`src/hw/rtl/rdlc_pkg.sv`:
```
`timescale 1ns / 1ps
`default_nettype none
// ----------------------------------------------------------------------------
// rdlc_pkg
// Shared types and constants of the RPC duplicate-reply LRU cache.
// ----------------------------------------------------------------------------
package rdlc_pkg;

   localparam int RDLC_CACHE_ENTRIES = 64;

   localparam int HOST_W  = 32;
   localparam int PORT_W  = 16;
   localparam int XID_W   = 32;
   localparam int LEN_W   = 16;
   localparam int SLOT_W  = 6;
   localparam int KEY_W   = HOST_W + PORT_W + XID_W;
   localparam int ENTRY_W = KEY_W + LEN_W;

   typedef enum logic [0:0] {
      ACT_LOOKUP = 1'b0,
      ACT_INSERT = 1'b1
   } action_type;

   typedef enum logic [2:0] {
      ST_IDLE,
      ST_SCAN,
      ST_AGE,
      ST_WRITE,
      ST_DONE
   } state_type;

   typedef struct packed {
      logic capture;
      logic clr_idx;
      logic scan_en;
      logic age_en;
      logic write_entry;
      logic load_rsp;
   } cmd_type;

   typedef struct packed {
      logic is_insert;
      logic pass_done;
      logic hit;
      logic out_free;
   } status_type;

endpackage
`default_nettype wire

```
`src/hw/rtl/rdlc_ctrl.sv`:
```
`timescale 1ns / 1ps
`default_nettype none
// ----------------------------------------------------------------------------
// rdlc_ctrl
// Sequencer: key search pass, recency aging pass, entry write, response.
// ----------------------------------------------------------------------------
module rdlc_ctrl
   import rdlc_pkg::*;
(
   input  wire logic       clock,
   input  wire logic       reset,
   input  wire logic       req_valid,
   input  wire logic       req_action,
   output      logic       req_ready,
   input  wire status_type stat,
   output      cmd_type    cmd
);
   state_type state_ff;
   state_type state_in;

   always_ff @(posedge clock) begin
      if (reset) begin
         state_ff <= ST_IDLE;
      end else begin
         state_ff <= state_in;
      end
   end

   always_comb begin
      state_in  = state_ff;
      cmd       = '0;
      req_ready = 1'b0;
      case (state_ff)
         ST_IDLE: begin
            req_ready = 1'b1;
            if (req_valid) begin
               cmd.capture = 1'b1;
               cmd.clr_idx = 1'b1;
               state_in    = (action_type'(req_action) == ACT_INSERT) ? ST_AGE : ST_SCAN;
            end
         end
         ST_SCAN: begin
            cmd.scan_en = 1'b1;
            if (stat.pass_done) begin
               cmd.clr_idx = 1'b1;
               state_in    = stat.hit ? ST_AGE : ST_DONE;
            end
         end
         ST_AGE: begin
            cmd.age_en = 1'b1;
            if (stat.pass_done) begin
               state_in = stat.is_insert ? ST_WRITE : ST_DONE;
            end
         end
         ST_WRITE: begin
            cmd.write_entry = 1'b1;
            state_in        = ST_DONE;
         end
         ST_DONE: begin
            if (stat.out_free) begin
               cmd.load_rsp = 1'b1;
               state_in     = ST_IDLE;
            end
         end
         default: begin
            state_in = ST_IDLE;
         end
      endcase
   end
endmodule
`default_nettype wire

```
`config.mk`:
```
export PLATFORM = sky130hd
export DESIGN_NAME = rdlc_ctrl
export DESIGN_NICKNAME = d
export VERILOG_FILES = /design/src/hw/rtl/rdlc_pkg.sv /design/src/hw/rtl/rdlc_ctrl.sv
export SDC_FILE = /design/constraint.sdc
export NUM_CORES = 1
export LEC_CHECK = 0
export BUFFER_PORTS_ARGS = -buffer_cell sky130_fd_sc_hd__buf_4
export CAP_MARGIN = 20
export CORE_AREA = 2 2 39 41
export DETAILED_ROUTE_END_ITERATION = 16
export DIE_AREA = 0 0 41 43
export GPL_TIMING_DRIVEN = 0
export PLACE_DENSITY = 0.47
export SLEW_MARGIN = 20
export SYNTH_ARGS = -nofsm -noshare
export SYNTH_HDL_FRONTEND = slang
export SYNTH_SLANG_ARGS = --single-unit
export TNS_END_PERCENT = 100
```
`constraint.sdc`:
```
create_clock -name clock -period 1.3 [get_ports clock]
set_input_delay 0.195 -clock clock [delete_from_list [all_inputs] [get_ports clock]]
set_output_delay 0.195 -clock clock [all_outputs]
set_load 0.01 [all_outputs]
```
Word-level counts from Yosys, hierarchy flattened
Cells that the tools add are included.
{"block": "totals", "regBits": 3, "wordCells": 29, "input_bits": 8}
{"block": "op_classes", "n_reduce_logical": 2, "n_eq_ne": 8, "n_mux": 18}
{"op": "$mux 3", "count": 6}
{"op": "$pmux 3 s5", "count": 1}
{"op": "$mux 1", "count": 8}
{"op": "$ne 2x2->1 const B", "count": 4}
{"op": "$eq 3x2->1 const B", "count": 2}
{"op": "$mux 2", "count": 2}
{"op": "$reduce_and 4->1", "count": 1}
{"op": "$eq 3x1->1 const B", "count": 1}
{"op": "$eq 3x3->1 const B", "count": 1}
{"op": "$logic_not 3->1", "count": 1}
{"op": "$pmux 1 s2", "count": 1}

Depth between registers and ports, before layout
{"block": "depth", "depth_word": 3, "mapped_depth": 4, "depth_no_buf": 3}

Worst setup path before layout
OpenSTA, ideal clock, no wires.
{"block": "synth_path", "path_type": "register to output", "from": "register state_ff[0]", "to": "output port cmd[4] in the netlist's numbering", "t_arrival_ps": 1140, "path_stages_with_launch": 5, "slack_ps": -35, "path_cell_list": "dfxtp_1 -> buf_6 -> nor3_1 -> and2_1 -> a21o_1"}
{"element": "from (decl)", "line": "rdlc_ctrl.sv:18", "source": "state_type state_ff;"}
{"element": "from (signal assigned)", "line": "rdlc_ctrl.sv:25", "source": "state_ff <= state_in;"}
{"element": "to (decl)", "line": "rdlc_ctrl.sv:16", "source": "output cmd_type cmd"}

==> flow_summary_export.csv <==
group,metric,value,unit
outcome,status,"finished, violations left",
outcome,violations,"setup timing",
worst_setup_path,critPathSlowestCell,"dfxtp_2",
drt,totalWireLength,855,um
drt,wire_per_inst,11.6,um
logic_synthesis,ys_warn_count,0,
clocking,clock_path_buffers,2,
drt,drtAntennaViolNets,0,
logic_synthesis,netlist-cell-type-count,23,
grt,overflow,0,
layout,finalCoreUtilization,40.4,%
layout,largest_registers,"state_ff: 3 flops",
floorplanning,dieArea,0.00176,sq mm
worst_setup_path,r2r_end,"state_ff[2]",
grt,track_usage,11.2,%
layout,nFillCells,150,
timing,postLayoutSetupSlackWorst,-0.0753,ns
worst_setup_path,worst_setup_path_end_kind,"output port",
timing,maxSlewViolCount,0,
logic_synthesis,ys_seq_area_share,23.3,%
clocking,cts_tree,"done",
logic_synthesis,ys_top_cells_by_area,"dfxtp_1 23%, mux2_4 5.8%, nor3b_1 5.8%",
logic_synthesis,ys.flop_type,"dfxtp_1",
worst_setup_path,critPathArrivalTime,1.18,ns
layout,largest_register_ffs,3,
timing,rsz0062_at_grt,"true",
clocking,path_clk_slew,0.04,ns
logic_synthesis,async_flop_share,0,%
floorplanning,core,0.00138,sq mm
drt,via_per_inst,4.57,
worst_setup_path,path_cells,"buf_6 -> nor3_4 -> and2_4 -> a21o_1 -> buf_4",
layout,final_common_cell,"buf_4",
logic_synthesis,synth_top_area_share,23.3,%
grt,antenna_found_initial,0,
place,dpl.cell_count,61,
logic_synthesis,synth_top_cell_by_area,"dfxtp_1",
floorplanning,fp.dieH,43,um
clocking,cts_max_level,1,
logic_synthesis,synth_edf_count,0,
worst_hold_path,holdCritStartpoint,"stat[0]",
timing,hold_viol_final,0,
timing,final.min_clock_period,1.38,ns
worst_setup_path,r2r_slack,-0.03,ns
logic_synthesis,syn_nets,39,
logic_synthesis,syn_inst,31,
worst_hold_path,min_to,"state_ff[2]",
layout,layout-drive-gt1-share,72.4,%
grt,grt_max_degree,9,
worst_setup_path,r2r_start,"state_ff[1]",
worst_hold_path,hold_path_class,"in2reg",
drt,drcViolationCount,0,
pwr,p_leak,0.000263,uW
place,dp_hpwl,524,um
layout,final_cell_mix,"19 x buf_4, 6 x buf_6, 3 x nor2_1, 3 x clkbuf_4, 3 x dfxtp_2",
floorplanning,rows,14,
layout,area_growth,117,%
drt,first_iter_violations,2,
timing,setup_viol,2,
logic_synthesis,syn_area_per_cell,8.31,sq um
worst_setup_path,cp_max_fo,5,
place,place_area,393,sq um
clocking,clk_latency,0.23,ns
worst_setup_path,max_stage_delay,0.31,ns
logic_synthesis,ys_seq_elements,3,
run,cap_viol_max_count,0,
floorplanning,die_w,41,um
worst_setup_path,worstSetupPathType,"reg2out",
place,gp_congestion,0.714,
worst_setup_path,start_kind,"register",
layout,design_area,559,sq um
layout,layout.cells.non_filler,74,
worst_setup_path,r2r_cells,5,
layout,layout.nets,67,
timing,slew_headroom,82.9,%
floorplanning,top_level_ports,15,
layout,antenna_cells,0,
clocking,numCtsBuffers,3,
clocking,cts_root_buffer,"clkbuf_4",
timing,fmax,727,MHz
place,portBuffers,14,
pwr,power.density,1160,mW/mm^2
grt,grt_first_pass_wirelength,1300,um
pwr,peakVddDrop,734,uV
logic_synthesis,synth_area,258,sq um
clocking,cts_num_sinks,3,
worst_setup_path,worstPathRequired,1.11,ns
timing,finalClockSkew,0.00310,ns
timing,fin_crit_sh,106,%
drt,num_vias,338,
grt,first_global_vias,321,
timing,worstMarginPinSlew,0.255,ns
drt,dr.pass1.iters,2,
worst_hold_path,hold_depth,2,
layout,regMostFlops,"state_ff",
floorplanning,start_util,18.6,%
worst max-delay path: cells and delay by family, from the launching register on:
kind | cells | cell delay, ns
compound gates | 1 | 0.08
buf+inv | 2 | 0.23
flops | 1 | 0.31
simple gates | 2 | 0.32
cell type report:
class                      count  area (sq um)  area share [%]
clock buffer                   4          26.3            4.70
buffer                         2          22.5            4.03
multi-input combinational     26           239            42.7
tap                           16          20.0            3.58
timing repair buffer          23           188            33.6
sequential                     3          63.8            11.4
cell families (layout without fill, tap and decap cells):
family,after synthesis,in the layout,synth area share [%]
multiplexers,1,1,5.82
AND/OR/NAND/NOR,17,17,40.3
flip-flops,3,3,23.3
buffers and inverters,2,29,6.31
AO/OA/AOI/OAI,8,8,24.3
cell usage after synthesis (all sizes together), types with 2 or more instances:
cell	count
nand2	2
nor3b	2
buf	2
nor2b	2
a21oi	2
dfxtp	3
nor2	3
metrics by stage:
| step | power [uW] | TNS (ns) | hold slack (ns) | setup WS [ns] |
|---|---|---|---|---|
| global route | 694 | -0.410 | 0.154 | -0.133 |
| floorplan | 252 | 0 | 0.309 | 0.0823 |
| CTS | 589 | -0.0808 | 0.156 | -0.0733 |
| finish | 647 | -0.101 | 0.169 | -0.0753 |
| global placement | 344 | -0.00628 | 0.410 | -0.00628 |
| detailed placement | 342 | -0.00219 | 0.410 | -0.00219 |
power breakdown:
group | internal (uW) | switching, uW | leakage, uW
logic | 221 | 140 | 0.000222
clock network | 115 | 50.3 | 0.0000150
registers | 107 | 13.0 | 0.0000258
total | 443 | 203 | 0.000263
metal layers:
layer,share of wire (%),GRT usage [%]
met1,42,13.2
met2,54,15.3
met3,3.6,7.85
met4,0,4.00
met5,0,0
timing repair:
action,in CTS,in global routing
resized for setup,10,8
pin swaps,3,2
endpoints found under the setup margin,7,9
setup buffers,6,3
hold buffers,0,0
how the worst max path moves through the flow:
stage | depth (start not counted) | slack, ns | to | startpoint
final | 5 | -0.08 | cmd[4] | state_ff[1]
after global routing | 5 | -0.13 | cmd[4] | state_ff[1]
after detailed placement | 4 | -0.002 | state_ff[2] | state_ff[1]
after floorplan | 4 | 0.08 | cmd[4] | state_ff[0]
after CTS | 5 | -0.07 | cmd[4] | state_ff[1]
after global placement | 4 | -0.006 | state_ff[2] | state_ff[1]
Note: power is estimated with default switching activity, not from simulation.
